### config.mk
export PLATFORM = sky130hd
export DESIGN_NAME = ykf_div
export DESIGN_NICKNAME = d
export VERILOG_FILES = /design/src/ykf_pkg.sv /design/src/ykf_div.sv
export SDC_FILE = /design/constraint.sdc
export NUM_CORES = 1
export LEC_CHECK = 0
export ABC_AREA = 1
export BUFFER_PORTS_ARGS = -buffer_cell sky130_fd_sc_hd__buf_2
export CAP_MARGIN = 20
export CORE_ASPECT_RATIO = 1.25
export CORE_MARGIN = 2
export CORE_UTILIZATION = 45
export CTS_CLUSTER_SIZE = 20
export DETAILED_ROUTE_END_ITERATION = 10
export SYNTH_ARGS = -nofsm -noshare
export SYNTH_HDL_FRONTEND = slang
export SYNTH_SLANG_ARGS = --single-unit
### constraint.sdc
create_clock -name i_clk -period 21.3 [get_ports i_clk]
set_clock_uncertainty 0.2 [all_clocks]
set_input_delay 4.26 -clock i_clk [delete_from_list [all_inputs] [get_ports i_clk]]
set_output_delay 4.26 -clock i_clk [all_outputs]
set_load 0.05 [all_outputs]
### src/ykf_pkg.sv
// Shared constants and helpers for the yaw-rate Kalman integrator.
// No dependencies; imported by ykf_mul, ykf_div and the top level.
`default_nettype none

package ykf_pkg;

    localparam int unsigned FILT_W     = 48;
    localparam int unsigned YAW_W      = 42;
    localparam int unsigned OUT_FRAC   = 32;
    localparam int unsigned CFG_IDX_W  = 3;
    localparam int unsigned CFG_DATA_W = 47;

    typedef enum logic [CFG_IDX_W-1:0] {
        REG_ZERO_OFFSET = 3'd0,
        REG_TIME_STEP   = 3'd1,
        REG_Q_ANGLE     = 3'd2,
        REG_Q_BIAS      = 3'd3,
        REG_MEAS_NOISE  = 3'd4,
        REG_RATE_SCALE  = 3'd5
    } t_reg_idx;

    // Clamp a magnitude to the signed range given by max_pos, then apply the sign.
    function automatic logic [63:0] sat_signed(input logic [63:0] mag_in, input logic neg,
                                               input logic [63:0] max_pos);
        logic [63:0] lim;
        logic [63:0] m;
        lim = neg ? (max_pos + 64'd1) : max_pos;
        m   = (mag_in > lim) ? lim : mag_in;
        return neg ? (~m + 64'd1) : m;
    endfunction

endpackage

`default_nettype wire

### src/ykf_div.sv
// Bit-serial restoring divider for fixed point quotients, truncating, saturated.
// Depends on ykf_pkg (sat_signed).
`default_nettype none

module ykf_div import ykf_pkg::*; #(
    parameter int W = 48,
    parameter int F = 32
) (
    input  wire                 i_clk,
    input  wire                 i_rst_n,
    input  wire                 i_start,
    input  wire signed [W-1:0]  i_num,
    input  wire signed [W-1:0]  i_den,
    output logic                o_done,
    output logic signed [W-1:0] o_result
);

    typedef enum logic [1:0] {ST_IDLE, ST_RUN, ST_FIN} t_state;

    localparam int CW = $clog2(W + 1);
    localparam int SH = W - F;
    localparam logic [63:0] MAX_POS = (64'd1 << (W - 1)) - 64'd1;

    t_state          r_state;
    logic [CW-1:0]   r_cnt;
    logic [W-1:0]    r_ub, r_rem, r_dvd, r_q;
    logic            r_neg, r_zero, r_ovf, r_done;
    logic signed [W-1:0] r_result;

    logic [W-1:0]    w_ua, w_ub;
    logic [W:0]      w_t;
    logic            w_ge;
    logic [63:0]     w_mag;

    assign w_ua  = i_num[W-1] ? unsigned'(-i_num) : unsigned'(i_num);
    assign w_ub  = i_den[W-1] ? unsigned'(-i_den) : unsigned'(i_den);
    assign w_t   = {r_rem, r_dvd[W-1]};
    assign w_ge  = (w_t >= {1'b0, r_ub});
    assign w_mag = r_zero ? 64'd0 : (r_ovf ? {64{1'b1}} : 64'(r_q));

    always_ff @(posedge i_clk) begin
        if (!i_rst_n) begin
            r_state <= ST_IDLE;
            r_done  <= 1'b0;
        end else begin
            r_done <= 1'b0;
            case (r_state)
                ST_IDLE: begin
                    if (i_start) begin
                        r_ub    <= w_ub;
                        r_rem   <= w_ua >> SH;
                        r_dvd   <= {w_ua[SH-1:0], {F{1'b0}}};
                        r_q     <= '0;
                        r_cnt   <= '0;
                        r_neg   <= i_num[W-1] ^ i_den[W-1];
                        r_zero  <= (w_ua == '0);
                        // quotient would not fit in W bits (also covers a zero divisor)
                        r_ovf   <= ((w_ua >> SH) >= w_ub);
                        r_state <= ST_RUN;
                    end
                end
                ST_RUN: begin
                    r_rem   <= w_ge ? W'(w_t - {1'b0, r_ub}) : W'(w_t);
                    r_q     <= {r_q[W-2:0], w_ge};
                    r_dvd   <= r_dvd << 1;
                    r_cnt   <= r_cnt + CW'(1);
                    if (r_cnt == CW'(W - 1)) begin
                        r_state <= ST_FIN;
                    end
                end
                ST_FIN: begin
                    r_result <= W'(sat_signed(w_mag, r_neg, MAX_POS));
                    r_done   <= 1'b1;
                    r_state  <= ST_IDLE;
                end
                default: r_state <= ST_IDLE;
            endcase
        end
    end

    assign o_done   = r_done;
    assign o_result = r_result;

endmodule

`default_nettype wire

Word level (Yosys, flattened, before mapping)
Index checks and enable logic that the tools add are counted.

$add $sub $neg: 5. Multiply operators: 0. Divide/modulo/power cells: 0. $lt $le $gt $ge: 3. Eq/ne operators: 5. Shift operators: 0. Muxes and demuxes: 20. Bitwise gates (word level): 2. Reduce and logical (&&, ||, !) cells: 7.

Operators by type and width (number): $mux W48 (9); $pmux W48 S2 (3); $mux W64 (2); $neg A48 Y48 (2); $gt A64 B48 Y1 (1); $ge A49 B48 Y1 (1); $add A48 B1 Y48 const B (1); $ge A32 B48 Y1 (1); $logic_not A48 Y1 (1); $not A48 Y48 (1); $sub A48 B48 Y48 (1); $pmux W6 S2 (1); $add A6 B1 Y6 const B (1); $eq A6 B6 Y1 const B (1); $mux W6 (1); $reduce_and A3 Y1 (2); $mux W2 (2); $ne A2 B2 Y1 const B (2); $pmux W2 S2 (1); $reduce_and A2 Y1 (2); $eq A2 B1 Y1 const B (1); $eq A2 B2 Y1 const B (1); $logic_not A2 Y1 (1); $reduce_bool A2 Y1 (1); other kinds (2) (2).

Bits in registers: 252. Latch bits: 0. RAM bits: 0. ROM bits: 0. Input port bits: 99. Memories kept: 0.

Logic depth before layout (Yosys ltp)
Word-level depth: 7. Gate-level depth with buffers: 34. Mapped depth without buffers: 31.

Worst setup path before layout
Ideal clock, no wire load.

Path type: input to register. Start: input port i_start. End: register r_state[0]. Setup time: 82 ps. Data arrival time: 10754 ps. Setup slack: 10265 ps. Stages: 4. Cells stage by stage: nand2_1 -> a21oi_1 -> o21ai_0 -> inv_1.

Longest elaborated chain between the ends: 2.

RTL lines: from (decl) (RTL line ykf_div.sv:11) `input wire i_start,`; $ne A2 B2 Y1 (no source line); $reduce_and A2 Y1 (no source line); to (signal assigned) (RTL line ykf_div.sv:43) `r_state <= ST_IDLE;`; to (signal assigned) (RTL line ykf_div.sv:59) `r_state <= ST_RUN;`; to (signal assigned) (RTL line ykf_div.sv:68) `r_state <= ST_FIN;`; to (decl) (RTL line ykf_div.sv:24) `t_state r_state;`.

No other way between the ends. A chain may end at the register's enable or synchronous reset.

Worst setup path after layout
Start: input port i_num[0]. End: register r_ovf, data pin.

Longest elaborated chain between the ends: 3.

RTL lines: from (decl) (RTL line ykf_div.sv:12) `input wire signed [W-1:0] i_num,`; $neg A48 Y48 (RTL line ykf_div.sv:35) `assign w_ua = i_num[W-1] ? unsigned'(-i_num) : unsigned'(i_num);`; $mux W48 (RTL line ykf_div.sv:35); $ge A32 B48 Y1 (RTL line ykf_div.sv:58) `r_ovf <= ((w_ua >> SH) >= w_ub);`; to (signal assigned) (RTL line ykf_div.sv:58); to (decl) (RTL line ykf_div.sv:27) `logic r_neg, r_zero, r_ovf, r_done;`.

No other way between the ends.

==> results.ini <==
[run_status]
status=finished clean

[yosys]
synth_seq_area_share_pct=35.4
async_flop_share_pct=0
synth.distinct_cells=54
synth_edf_count=217
syn_avg_cell_area_sq_um=7.21
synth.net_count=2810
synth_seq_cells=220
synth_top_flop_cell=edfxtp_1
yosysWarnings=0
yosysTopAreaCell=edfxtp_1
yosysMostFrequentCell=nand2_1
netlist_top_cells_count=556 x nand2_1, 406 x inv_1, 360 x nor2_1
postSynthCellCount=2578
synthTopCellsByArea=edfxtp_1 35%, nand2_1 11%, ha_1 8.9%, inv_1 8.2%, nor2_1 7.3%
syn_area_sq_um=18600
synth_top_area_share_pct=35.0

[critical_path]
critical-path-slowest-cell=xor2_1
crit_path_frequent_cell=nor2_1
critPathCaptureType=flip-flop
path_class=input port to flip-flop
path_max_fanout=5
crit_buf_inv=3
cp_cell_sequence=buf_2 -> inv_1 -> ha_1 -> nand3_1 -> nor2_1 -> nand2_1 -> nor2_1 -> nand4_1 -> nor2_1 -> nand4_1 -> nor2_1 -> a21oi_1 -> xor2_1 -> inv_1 -> ha_1 -> nand2_1 -> o21ai_0 -> a221oi_1 -> o211ai_1 -> a31oi_1 -> nor2_1
critical_path.top_delay_family=simple AND/OR/NAND/NOR gates
arrival_ns=7.55
startpoint_type=input port
worstPathRequired_ns=21.40
cpPeakStageDelay_ns=0.29

[cells_and_area]
drive_above_1_share_pct=9.32
areaGrowthSynthToFinish_pct=11.0
antenna_cells=0
nNetsFinal=2930
finalInstanceArea_sq_um=20600

[placement]
dpl_cell_area_sq_um=19800
io_buffers=147
hpwl_microns=41000
gp_congestion=0.952

[detailed_routing]
wirelength_microns=51500
post-route-drc-count=0
first_iter_violations=1064
dr_total_vias=17000
wl_per_cell_microns=15.8
ant_nets=0
first_pass_iters=5
vias_per_cell=5.19

[sta]
drv_slew=0
rsz0062_at_grt=no
final-setup-viol-count=0
worstMarginPinSlew_ns=0.942
slew_headroom_pct=37.2
timing.final.crit_share_pct=35.0
hold_violations=0
period_minus_slack_ns=7.46
max_clock_freq_mhz=134
setup-tns-final_ns=0

[clocking]
worstSkewPairLatency_ns=0.54
post_cts_buffers=0
hold_buffers=0
cts_root_buf=clkbuf_16
cts_buffer_depth=3
h-tree-depth=1
cts_resized=0
cts_tree=built
cts_made_buffers=24
cts.reportedPaths.clkPinSlew_ns=0.06
clock_sinks=220

[floorplanning]
dieArea_sq_um=43000
ios=148
die_width_microns=186
dieHeight_microns=231
std_cell_rows=83
core_sq_um=40900
start_util_pct=45.5

[worst_hold_path]
hp-class=flip-flop to flip-flop

[power]
power_frac_clock_pct=32.2
p_seq_share_pct=39.6
p_sw_share_pct=32.8
powerDensity_nw_per_um2=63.8
p_leak_nw=9.65
pwr-share-comb_pct=28.2
power_mw=1.32
switchingPower_mw=0.432
vdd_drop_max_mv=0.0528
internal_power_mw=0.884

[run]
drv_cap=0

[global_route]
grt_pass1_vias=16700
grt_pass1_wl_microns=83600
antenna_found_initial=0
grt_max_degree=91
grt_overflow=0
track_usage_pct=24.3

-- power groups by stage --
stage	clock, mW	combinational, mW	sequential, mW
global placement	0	0.366	0.529
finish	0.423	0.372	0.521
global route	0.450	0.426	0.523
CTS	0.434	0.372	0.521
detailed placement	0	0.370	0.530
floorplan	0	0.272	0.531
-- sequential cells by signal, indices dropped and copies added (netlist names) --
name and flops:
r_q 48, r_ub 48, r_ovf 1, o_result 48, r_cnt 6, o_done 1, r_dvd 16, r_rem 48
r_neg 1, r_state 2, r_zero 1
-- worst reg2reg max path, cell delays in order (launching register included) --
cell and delay [ns]:
edfxtp_1 0.80, inv_2 0.45, a21oi_1 0.45, ha_1 0.33, a21oi_1 0.15, nor2_1 0.06
nor2_1 0.10, nand3_1 0.07, a21oi_1 0.14, nand2_1 0.06, nand2_1 0.06, nand2_2 0.06
nand3_2 0.05, buf_4 0.69, nand2_1 0.18, inv_1 0.11, ha_1 0.18, nand2_1 0.06
nor2_1 0.14, inv_1 0.07, nor2_1 0.21, nand3_1 0.24, nand2_2 0.25, nand2_1 0.07
nor2_1 0.11, nor2_1 0.07
-- placed cells by master (no fill, tap or decap), types with 41 or more instances in the layout --
cell,instances
a21oi_1,174
buf_2,147
edfxtp_1,217
ha_1,132
inv_1,406
nand2_1,556
nand3_1,126
nand4_1,41
nor2_1,357
o21ai_0,159
xnor2_1,48
xor2_1,83
-- path summary, 6_finish.rpt --
| kind | depth (start not counted) | slack [ns] | endpoint | startpoint |
|---|---|---|---|---|
| worst max-delay path | 21 | 13.84 | r_ovf$_DFFE_PP_ | i_num[0] |
| worst min-delay path | 1 | 0.29 | o_done$_SDFF_PN0_ | r_state[0]$_SDFFE_PN0P_ |
| worst max register to register | 25 | 15.66 | o_result[28]$_DFFE_PP_ | r_ovf$_DFFE_PP_ |
| worst min register to register | 1 | 0.29 | o_done$_SDFF_PN0_ | r_state[0]$_SDFFE_PN0P_ |
-- cells by family (layout without fill, tap and decap cells) --
logic type / count (synthesis) / after routing / share of synthesized area, %
compound gates: 427 / 427 / 12.4
flops: 220 / 220 / 35.4
xor+xnor: 131 / 131 / 6.17
simple gates: 1186 / 1186 / 26.8
mux: 2 / 2 / 0.121
fa+ha+maj: 133 / 133 / 8.99
buf+inv: 479 / 616 / 10.1
-- per-stage QoR --
stage	hold WS [ns]	utilization, %	instances	setup WS [ns]
floorplan	0.226	-	2578	10.26
global placement	0.273	48.5	3224	13.42
detailed placement	0.277	48.5	3224	13.25
CTS	0.291	50.4	3267	13.82
global route	0.333	50.4	3267	13.41
finish	0.286	50.4	3267	13.84
-- layout make-up --
cell class,instances,area [sq um]
Fill cell,4254,20300
Inverter,411,1540
Clock buffer,27,633
Sequential cell,220,6580
Tap cell,552,691
Multi-Input combinational cell,1879,10200
Clock inverter,16,165
Timing Repair Buffer,162,848
-- metal layers --
metal	part of all wire, %	GRT usage, %
met2	49	43.0
met4	4.5	10.5
met1	43	30.0
met5	0	0
met3	4.2	1.92
Note: power is estimated with default switching activity, not from simulation.
