`config.mk`:
```
export PLATFORM = sky130hd
export DESIGN_NAME = ykf_mul
export DESIGN_NICKNAME = d
export VERILOG_FILES = /design/src/ykf_pkg.sv /design/src/ykf_mul.sv
export SDC_FILE = /design/constraint.sdc
export NUM_CORES = 1
export LEC_CHECK = 0
export ABC_AREA = 1
export BUFFER_PORTS_ARGS = -buffer_cell sky130_fd_sc_hd__buf_2
export CORE_MARGIN = 1
export CORE_UTILIZATION = 35
export DETAILED_ROUTE_END_ITERATION = 8
export PLACE_DENSITY = 0.58
export SLEW_MARGIN = 20
export SYNTH_ARGS = -nofsm -noshare
export SYNTH_HDL_FRONTEND = slang
export SYNTH_SLANG_ARGS = --single-unit
export TNS_END_PERCENT = 100
```
`constraint.sdc`:
```
create_clock -name i_clk -period 8.4 [get_ports i_clk]
set_clock_uncertainty 0.05 [all_clocks]
set_input_delay 1.68 -clock i_clk [delete_from_list [all_inputs] [get_ports i_clk]]
set_output_delay 1.68 -clock i_clk [all_outputs]
set_load 0.03 [all_outputs]
```
`src/ykf_pkg.sv`:
```
// Shared constants and helpers for the yaw-rate Kalman integrator.
// No dependencies; imported by ykf_mul, ykf_div and the top level.
`default_nettype none

package ykf_pkg;

    localparam int unsigned FILT_W     = 48;
    localparam int unsigned YAW_W      = 42;
    localparam int unsigned OUT_FRAC   = 32;
    localparam int unsigned CFG_IDX_W  = 3;
    localparam int unsigned CFG_DATA_W = 47;

    typedef enum logic [CFG_IDX_W-1:0] {
        REG_ZERO_OFFSET = 3'd0,
        REG_TIME_STEP   = 3'd1,
        REG_Q_ANGLE     = 3'd2,
        REG_Q_BIAS      = 3'd3,
        REG_MEAS_NOISE  = 3'd4,
        REG_RATE_SCALE  = 3'd5
    } t_reg_idx;

    // Clamp a magnitude to the signed range given by max_pos, then apply the sign.
    function automatic logic [63:0] sat_signed(input logic [63:0] mag_in, input logic neg,
                                               input logic [63:0] max_pos);
        logic [63:0] lim;
        logic [63:0] m;
        lim = neg ? (max_pos + 64'd1) : max_pos;
        m   = (mag_in > lim) ? lim : mag_in;
        return neg ? (~m + 64'd1) : m;
    endfunction

endpackage

`default_nettype wire

```
`src/ykf_mul.sv`:
```
// Bit-serial fixed point multiplier: one multiplier bit per cycle, round, saturate.
// Depends on ykf_pkg (sat_signed).
`default_nettype none

module ykf_mul import ykf_pkg::*; #(
    parameter int W = 48,
    parameter int F = 32
) (
    input  wire                 i_clk,
    input  wire                 i_rst_n,
    input  wire                 i_start,
    input  wire signed [W-1:0]  i_a,
    input  wire signed [W-1:0]  i_b,
    output logic                o_done,
    output logic signed [W-1:0] o_result
);

    typedef enum logic [1:0] {ST_IDLE, ST_RUN, ST_FIN} t_state;

    localparam int CW = $clog2(W + 1);
    localparam int QW = 2 * W - F + 1;
    localparam int QX = (QW > 64) ? QW : 65;
    localparam logic [63:0] MAX_POS = (64'd1 << (W - 1)) - 64'd1;

    t_state          r_state;
    logic [CW-1:0]   r_cnt;
    logic [W-1:0]    r_mcand, r_mplier, r_hi, r_lo;
    logic            r_neg, r_done;
    logic signed [W-1:0] r_result;

    logic [W-1:0]    w_ua, w_ub;
    logic [W:0]      w_sum;
    logic [2*W-1:0]  w_prod;
    logic [QW-1:0]   w_q;
    logic [QX-1:0]   w_qx;
    logic [63:0]     w_mag, w_sat;

    assign w_ua   = i_a[W-1] ? unsigned'(-i_a) : unsigned'(i_a);
    assign w_ub   = i_b[W-1] ? unsigned'(-i_b) : unsigned'(i_b);
    assign w_sum  = {1'b0, r_hi} + (r_mplier[0] ? {1'b0, r_mcand} : {(W+1){1'b0}});
    assign w_prod = {r_hi, r_lo};
    // round half away from zero on the magnitude
    assign w_q    = QW'(w_prod[2*W-1:F]) + QW'(w_prod[F-1]);
    assign w_qx   = QX'(w_q);
    assign w_mag  = (|w_qx[QX-1:64]) ? {64{1'b1}} : w_qx[63:0];
    assign w_sat  = sat_signed(w_mag, r_neg, MAX_POS);

    always_ff @(posedge i_clk) begin
        if (!i_rst_n) begin
            r_state <= ST_IDLE;
            r_done  <= 1'b0;
        end else begin
            r_done <= 1'b0;
            case (r_state)
                ST_IDLE: begin
                    if (i_start) begin
                        r_mcand  <= w_ua;
                        r_mplier <= w_ub;
                        r_hi     <= '0;
                        r_lo     <= '0;
                        r_cnt    <= '0;
                        r_neg    <= i_a[W-1] ^ i_b[W-1];
                        r_state  <= ST_RUN;
                    end
                end
                ST_RUN: begin
                    r_hi     <= w_sum[W:1];
                    r_lo     <= {w_sum[0], r_lo[W-1:1]};
                    r_mplier <= r_mplier >> 1;
                    r_cnt    <= r_cnt + CW'(1);
                    if (r_cnt == CW'(W - 1)) begin
                        r_state <= ST_FIN;
                    end
                end
                ST_FIN: begin
                    r_result <= W'(w_sat);
                    r_done   <= 1'b1;
                    r_state  <= ST_IDLE;
                end
                default: r_state <= ST_IDLE;
            endcase
        end
    end

    assign o_done   = r_done;
    assign o_result = r_result;

endmodule

`default_nettype wire

```
### After elaboration in Yosys (flattened, before gate mapping)

Index checks and enable logic that the tools add are counted.

* output and inout port bits: 49
* register bits after elaboration: 250

* bitwise operators: 2
* add/sub/neg operators: 6
* muxes and demuxes: 18
* reduce and logical (&&, ||, !) cells: 6
* magnitude comparators: 1
* equal/unequal tests: 5

Operator list (number)
* $mux 48: 7
* $pmux 48 s2: 3
* $neg 48->48: 2
* $add 64x1->65: 1
* $gt 64x48->1: 1
* $mux 64: 1
* $add 48x48->49: 1
* $add 48x1->48 const B: 1
* $not 48->48: 1
* $mux 47: 1
* $pmux 6 s2: 1
* $add 6x1->6 const B: 1
* $eq 6x6->1 const B: 1
* $mux 6: 1
* $reduce_and 3->1: 2
* $mux 2: 2
* $ne 2x2->1 const B: 2
* $pmux 2 s2: 1
* $reduce_and 2->1: 2
* $eq 2x1->1 const B: 1
* $eq 2x2->1 const B: 1
* $logic_not 2->1: 1
* $reduce_bool 2->1: 1
* $mux 1: 1
* $xor 1x1->1: 1

### Logic depth before layout (Yosys ltp)

Gate-level depths: netlist of the first run.

* depth in word-level cells: 7
* mapped depth: 44

### Least setup slack after synthesis of the first run

No wires, ideal clock.

* kind: input -> register
* start point: in i_rst_n
* end point: reg r_cnt[0], enable pin
* setup time: 0.637 ns
* path slack: 0.199 ns
* stages: 2
* data arrival time: 7.514 ns
* cells stage by stage: inv_1 > a21oi_1

* word-level cells in the longest chain between the ends: 1

Ends and longest elaborated chain
* from (decl): line ykf_mul.sv:10 `input wire i_rst_n,`
* $reduce_and 3->1 (no source line)
* to (signal assigned): line ykf_mul.sv:70 `r_cnt <= r_cnt + CW'(1);`
* to (decl): line ykf_mul.sv:26 `logic [CW-1:0] r_cnt;`

No other way between the ends.
A chain may end at the register's enable or synchronous reset.

### Worst setup path in the final report of the first run

* start point: reg r_lo[32]
* end point: reg r_result[42], in the netlist o_result[42] (data pin)

* word-level cells in the longest chain between the ends: 7

Ends and longest elaborated chain
* from (decl): line ykf_mul.sv:27 `logic [W-1:0] r_mcand, r_mplier, r_hi, r_lo;`
* from (signal assigned): line ykf_mul.sv:68 `r_lo <= {w_sum[0], r_lo[W-1:1]};`
* $add 64x1->65 (*): line ykf_mul.sv:43 `assign w_q = QW'(w_prod[2*W-1:F]) + QW'(w_prod[F-1]);`
* $mux 64 (*): line ykf_mul.sv:45 `assign w_mag = (|w_qx[QX-1:64]) ? {64{1'b1}} : w_qx[63:0];`
* $gt 64x48->1: line ykf_pkg.sv:28 `m = (mag_in > lim) ? lim : mag_in;`
* $mux 48 (*): line ykf_pkg.sv:28
* $not 48->48: line ykf_pkg.sv:29 `return neg ? (~m + 64'd1) : m;`
* $add 48x1->48: line ykf_pkg.sv:29
* $mux 48 (*): line ykf_pkg.sv:29
* via w_sat[42]: line ykf_mul.sv:36 `logic [63:0] w_mag, w_sat;`
* to (signal assigned): line ykf_mul.sv:76 `r_result <= W'(w_sat);`
* to (decl): line ykf_mul.sv:29 `logic signed [W-1:0] r_result;`

The timed path passes the listed nets; every way through them passes the cells marked *.

==> results of run 1 <==
routing by layer:
layer,up-vias,global-route usage (%)
met3,85,2.22
met4,0,5.74
met1,8186,28.9
met2,504,34.0
met5,-,0
li1,9063,-
path summary, 6_finish.rpt:
kind / to / slack (ns) / cells after the start
hold / removal: o_done / 0.43 / 1
setup reg to reg: o_result[42] / 1.91 / 31
hold reg to reg: o_done / 0.43 / 1
setup / recovery: o_result[42] / 1.91 / 31
cell type report:
| class | count | area, sq um |
|---|---|---|
| multi-input cells | 2019 | 10700 |
| fillers | 5534 | 31400 |
| clock inverters | 22 | 354 |
| flip-flops and latches | 219 | 6550 |
| inverters | 320 | 1200 |
| well taps | 688 | 861 |
| clock buffers | 32 | 747 |
| repair buffers | 159 | 830 |
sequential cells by signal, indices dropped and copies added, names as in the netlist:
| signal | cells |
|---|---|
| r_mplier | 48 |
| r_state | 2 |
| r_neg | 1 |
| o_done | 1 |
| r_hi | 48 |
| o_result | 48 |
| r_lo | 17 |
| r_mcand | 48 |
| r_cnt | 6 |
critical path: cells and delay by family, from the launching register on:
family | cells | cell delay [ns]
and+or+nand+nor | 21 | 3.90
adders and majority gates | 4 | 1.04
buffers and inverters | 5 | 0.49
DFF | 1 | 0.39
AOI/OAI and AO/OA | 1 | 0.29
cell usage in the layout (no fill, tap or decap), drive strengths merged, types with 8 or more instances in the layout:
cell type / synthesis / final
a21oi: 142 / 142
a31oi: 23 / 23
buf: 28 / 159
bufinv: 0 / 8
clkbuf: 36 / 32
edfxtp: 216 / 216
ha: 102 / 102
inv: 320 / 322
nand2: 662 / 662
nand3: 146 / 146
nand3b: 14 / 14
nand4: 86 / 86
nor2: 381 / 381
nor3: 53 / 53
nor4: 23 / 23
o21a: 30 / 30
o21ai: 178 / 178
or2: 9 / 9
xnor2: 37 / 37
xor2: 85 / 85
kinds of logic after synthesis:
kind of cell               after synthesis
DFF                                    219
AOI/OAI and AO/OA                      409
and+or+nand+nor                       1384
muxes                                    1
buffers and inverters                  384
adders and majority gates              103
xor gates and xnor gates               122
metrics by stage:
stage	cells	hold slack, ns	util [%]	power [mW]
after floorplan	2622	0.374	-	1.79
after global placement	3405	0.421	38.2	1.98
after detailed placement	3405	0.425	38.2	1.99
after CTS	3459	0.439	40.3	3.42
after global routing	3459	0.452	40.3	3.55
final	3459	0.430	40.3	3.38
power breakdown:
part | leakage, nW | internal [mW] | switching [mW]
sequential | 2.05 | 1.29 | 0.0501
combinational | 6.77 | 0.208 | 0.426
clock | 0.519 | 0.894 | 0.517
==> impl_results.md, run 1 <==
* Status: finished, final reports clean
* Pin count of the biggest net entering global routing at 123
* P_leak at 9.34 nW
* Fmax at approximately 150 MHz
* DP Worst Slack at a little under 2 ns
* Synth Flop Type: edfxtp_1
* Met2 WL post-DR at 25,300 um
* N_diodes at 0
* WS Path Type: reg -> reg
* Synth top area share at a little over a third
* Critical Path AT at around 6.8 ns
* Core area at approximately 53,000 sq um
* Post-Place Cell Area at ~20,000 sq um
* Mux share of post-synthesis cell area at less than 1%
* Slew Limit Fails at 0
* Initial antenna violation count at 0
* XOR/XNOR share of the synthesized area at 5.71%
* Seq cells post-synth at approximately 220
* Compound-cell area share of the yosys netlist at about an eighth
* Top cells by count, synth: nand2_1 (644), nor2_1 (362), inv_1 (308)
* Number of synthesized flops with an enable pin at about 220
* First-pass GRT wire length at about 90,000 um
* I/O pins at ~150
* Slowest library cell on the worst path: nand2_2
* CTS tree: yes
* Peak supply drop at approximately 160 uV
* Mapped Area at 18,700 sq um
* Root Driver: clkbuf_16
* Final net count at approximately 3,000
* Reg clk slew, reported paths at 0.07 ns
* Final instance area at between 20,000 and 25,000 sq um
* Finish-stage setup viols at 0
* DR top layer: met4
* Post-Route Setup TNS at 0 ns
* Min cycle time layout at between 6 and 7 ns
* Row Count at 84
* Synth async-reset ratio at 0%
* Worst EP required at a little under 9 ns
* Worst rel slew slack at roughly a quarter
* Overall Global Routing Usage at 20.8%
* Hpwl dp at between 40,000 and 50,000 um
* P&R area growth vs syn at 13.5%
* CTS sink cnt at around 220
* Final Cycle Share at between 70 and 80%
* DR iter-0 viols at roughly 1,300
* Vias per inst at slightly above 5
* Crit-path max FO at 59
* Initial Util at a little over a third
* Fraction of layout cells with a size suffix above 1 at 10.4%
* Post-Route M1 WL at approximately 27,000 um
* Top post-synthesis cells by area: edfxtp_1 (35%), nand2_1 (13%), nor2_1 (7.3%)
* Vias in the first global route at 17,101
* Hold Path Origin: r_state[0]
* DRT Wirelength at 56,700 um
* Wire per inst at about 16 um
* Synth area leader: edfxtp_1
* CP Capture Type: flop
* Seq/Total Area, Yosys at a little over a third
* Cts repair resizes at 0
* Hold-fix buffers, CTS at 0
* Synth cell types at 51
* Worst slew pin tran at between 1 and 1.5 ns
* DRC at 0
* Synth Instances at approximately 2,600
* Chip Width at between 200 and 250 um
* Crit path top cell by count: nand2_1
* RSZ-0062 raised after global routing: false
* Worst setup margin at 1.91 ns
* Synth warn at 0
* Final Hold Violating Endpoints at 0
* Worst skew pair latency at around 0.59 ns
* Post-Syn Nets at about 2,800
* Largest family of logic cells by synthesized area: simple AND/OR/NAND/NOR gates
* Pwr dens at approximately 160 nW/um^2
* CTS Buf Count at 29
* Crit start category: flop
* Synth Area in Simple Gates at 32.3%
* Die Ht at 233 um
* Reg-to-Reg Start: r_lo[32]
* Clock Tree Buf Depth at 3
* Max-cap violations at 0
* Hold Path Class: reg -> reg
* Postcts setup bufs at 0
* Gr ovfl total at 0
* Post-synthesis adder-cell area fraction at 6.93%
* WL met3 at between 2000 and 3000 um
* Post-DRT Antenna Nets at 0
* Most common cell in the netlist: nand2_1
* Port bufs at 147
* Total number of vias at ~18,000
* H-tree depth at 1
* Total die area at approximately 54,000 sq um
* Worst Setup SP: r_lo[32]
* Avg Cell Area, Syn at just over 7 sq um
* First drt pass iteration count at 6
* Final GP Congestion at between 0.9 and 1
* CP peak stage delay at about 0.68 ns
Note: power is estimated with default switching activity, not from simulation.
==> inputs of run 2 (changes only) <==
Settings changed: ABC_AREA 1 to 0, PLACE_DENSITY 0.58 to 0.57.
Clock period 8.4 ns to 6.81 ns, I/O delays scaled along.
==> impl_results.md, run 2 <==
* Min-Delay Endpoint: r_mplier[34]
* Port bufs at between 100 and 150
* Max-cap violations at 0
* Post-DRT Antenna Nets at 0
* Final Cycle Share at around 96%
* Chip Width at between 200 and 250 um
* Slew Limit Fails at 0
* Total number of vias at approximately 15,000
* R2R depth at 27
* Worst reg2reg endpoint: o_result[22]
* Util after Layout at 42.7%
* Finish-stage setup viols at 0
* Vias per inst at around 5.5
* Worst skew pair latency at around 0.56 ns
* Vias in the first global route at ~14,000
* Crit start category: flop
* Slowest library cell on the worst path: or4_4
* Status: finished, final reports clean
* Top cells by count, synth: edfxtp_1 (216), nand2_1 (189), o21ai_0 (137)
* Synth top area share at 37.8%
* Worst slew pin tran at a little over 0.8 ns
* Synth Instances at about 1,900
* Seq/Total Area, Yosys at 38.2%
* CTS Buf Count at 26
* Reg-to-Reg Start: r_lo[32]
* Commonest non-fill, non-tap cells in the layout: edfxtp_1 (216), nand2_1 (186), buf_2 (147)
* Number of synthesized flops with an enable pin at approximately 220
* Top post-synthesis cells by area: edfxtp_1 (38%), ha_1 (7.4%), xnor2_1 (4.7%)
* DRT Wirelength at around 46,000 um
* Most common cell in the netlist: edfxtp_1
* Flop2flop setup slack at about 0.29 ns
* DR iter-0 viols at between 1,000 and 1,500
* Commonest non-fill, non-tap cell in the layout: edfxtp_1
* Overall Global Routing Usage at 17.9%
* Worst rel slew slack at between 40% and 50%
* P&R area growth vs syn at 19.6%
* Final GP Congestion at between 0.9 and 1
* Synth cell types at a little over 90
* Hpwl dp at 34,600 um
* Wire per inst at roughly 17 um
* WS Path Type: reg -> reg
* Mapped Area at 17,200 sq um
* Reg clk slew, reported paths at approximately 0.06 ns
* Initial antenna violation count at 0
* Fmax at between 150 and 200 MHz
* Hold-fix buffers, CTS at 0
* Fraction of layout cells with a size suffix above 1 at approximately a fifth
* Post-Route Setup TNS at 0 ns
* Root Driver: clkbuf_16
* Synth Flop Type: edfxtp_1
* Worst path bufs/invs at 2
* Worst EP required at just over 7 ns
* Hold Path Origin: r_mplier[35]
* Final net count at roughly 2,300
* Final Hold Violating Endpoints at 0
* P_leak at between 7 and 8 nW
* Crit-path max FO at 10
* Pwr dens at 194 nW/um^2
* DRC at 0
* Die Ht at 223 um
* CP Capture Type: flop
* Synth area leader: edfxtp_1
* N_diodes at 0
* H-tree depth at 1
* CTS tree: yes
* Critical Path AT at ~6.9 ns
* Pin count of the biggest net entering global routing at 95
* Core area at 48,000 sq um
* Total die area at 49,900 sq um
* CP peak stage delay at 0.50 ns
* First-pass GRT wire length at 72,500 um
* Avg Cell Area, Syn at about 9.2 sq um
* Post-Syn Nets at just over 2,000
* Hold Path Class: reg -> reg
* Top delay family on crit path: compound AO/OA/AOI/OAI gates
* I/O pins at 148
* Synth warn at 0
* Synth async-reset ratio at 0%
* Initial Util at 35.7%
* Hold depth at 2
* Gr ovfl total at 0
* Seq cells post-synth at roughly 220
* Min cycle time layout at about 6.5 ns
* Row Count at 80
* Clock Tree Buf Depth at 3
* Peak supply drop at approximately 150 uV
* First drt pass iteration count at 5
* CTS sink cnt at approximately 220
[run 2: cell count changes after synthesis, moves of 20 or more]
cell / before / now
o31ai_1: 7 / 30
or3_1: 0 / 28
nand4_1: 86 / 44
nand2_1: 644 / 189
inv_1: 308 / 39
a21oi_1: 142 / 91
a21o_1: 3 / 40
clkbuf_1: 36 / 66
and2_1: 6 / 73
nand2b_1: 0 / 21
nor2_1: 362 / 128
or4_1: 1 / 21
xnor2_1: 37 / 93
nand3_1: 139 / 65
[run 2: worst max-delay path by stage]
stage,from,endpoint,slack (ns),depth (start not counted)
floorplan,r_lo[32],o_result[20],-0.04,30
global placement,r_lo[32],o_result[32],-0.01,28
detailed placement,r_lo[32],o_result[32],-0.17,28
CTS,r_lo[32],o_result[20],0.05,28
global route,r_lo[32],o_result[32],-0.02,27
finish,r_lo[32],o_result[22],0.29,27
[run 2: what timing repair did]
action,in CTS,in global routing
resized for setup,4,30
setup buffers,0,25
setup endpoints to repair,10,14
pin swaps,0,17
cloned,0,2
hold endpoints to repair,0,0
[run 2: layout make-up]
cell class                 instances  area (sq um)
fill                            4674         27500
clock buffer                      27           676
multi-input combinational       1516         10400
sequential                       219          6550
inverter                          39           146
tap                              615           769
clock inverter                    21           304
timing repair buffer             265          1690
[run 2: cells by family (layout without fill, tap and decap cells)]
logic type	count (synthesis)	count (layout)	share of synthesized area, %
adder cells (fa/ha/maj)	103	103	7.56
flip-flops	219	219	38.2
multiplexers	19	19	1.12
buffers and inverters	125	352	2.85
AO/OA/AOI/OAI	454	454	17.4
XOR/XNOR	183	183	9.34
AND/OR/NAND/NOR	757	757	23.5
[run 2: stage by stage]
step	total power [mW]	setup slack, ns	hold WS (ns)	cell area [sq um]	cells
after global placement	2.39	-0.0133	0.452	19100	2626
after global routing	4.18	-0.0239	0.493	20500	2702
after floorplan	2.17	-0.0375	0.435	17200	1860
after detailed placement	2.41	-0.174	0.460	19100	2626
final	3.98	0.285	0.473	20500	2702
after CTS	4.01	0.0477	0.477	20100	2674
[run 2: power by group]
group,total (mW),internal [mW],leakage (nW),switching (mW)
Combinational,0.775,0.315,5.32,0.460
Clock,1.58,0.991,0.474,0.589
Sequential,1.63,1.58,2.06,0.0471
Total,3.98,2.89,7.86,1.10
[run 2: per-layer routing]
metal | part of all wire [%] | up-vias | global-route usage (%)
li1 | - | 7410 | -
met1 | 49 | 6904 | 25.9
met2 | 44 | 369 | 28.2
met3 | 4.8 | 65 | 1.87
met4 | 2.2 | 0 | 4.93
met5 | 0 | - | 0
[run 2: worst reg2reg max path: stages (launching register included)]
cell and delay, ns:
edfxtp_1 0.43, ha_4 0.21, ha_4 0.18, and2_4 0.17, and3_4 0.17, and4_2 0.26, nand3_4 0.14, buf_12 0.15
nand3_2 0.10, ha_1 0.35, a211oi_2 0.25, o21ai_0 0.12, o221ai_1 0.31, o2111ai_1 0.20, a2111o_1 0.36, a2111oi_4 0.44
and2_4 0.23, a21o_1 0.14, ha_1 0.17, nand3_1 0.10, buf_4 0.17, nor4_4 0.14, nand2b_1 0.13, or2_2 0.29
or4_4 0.50, a31oi_2 0.26, nor3b_1 0.09, a211oi_2 0.24
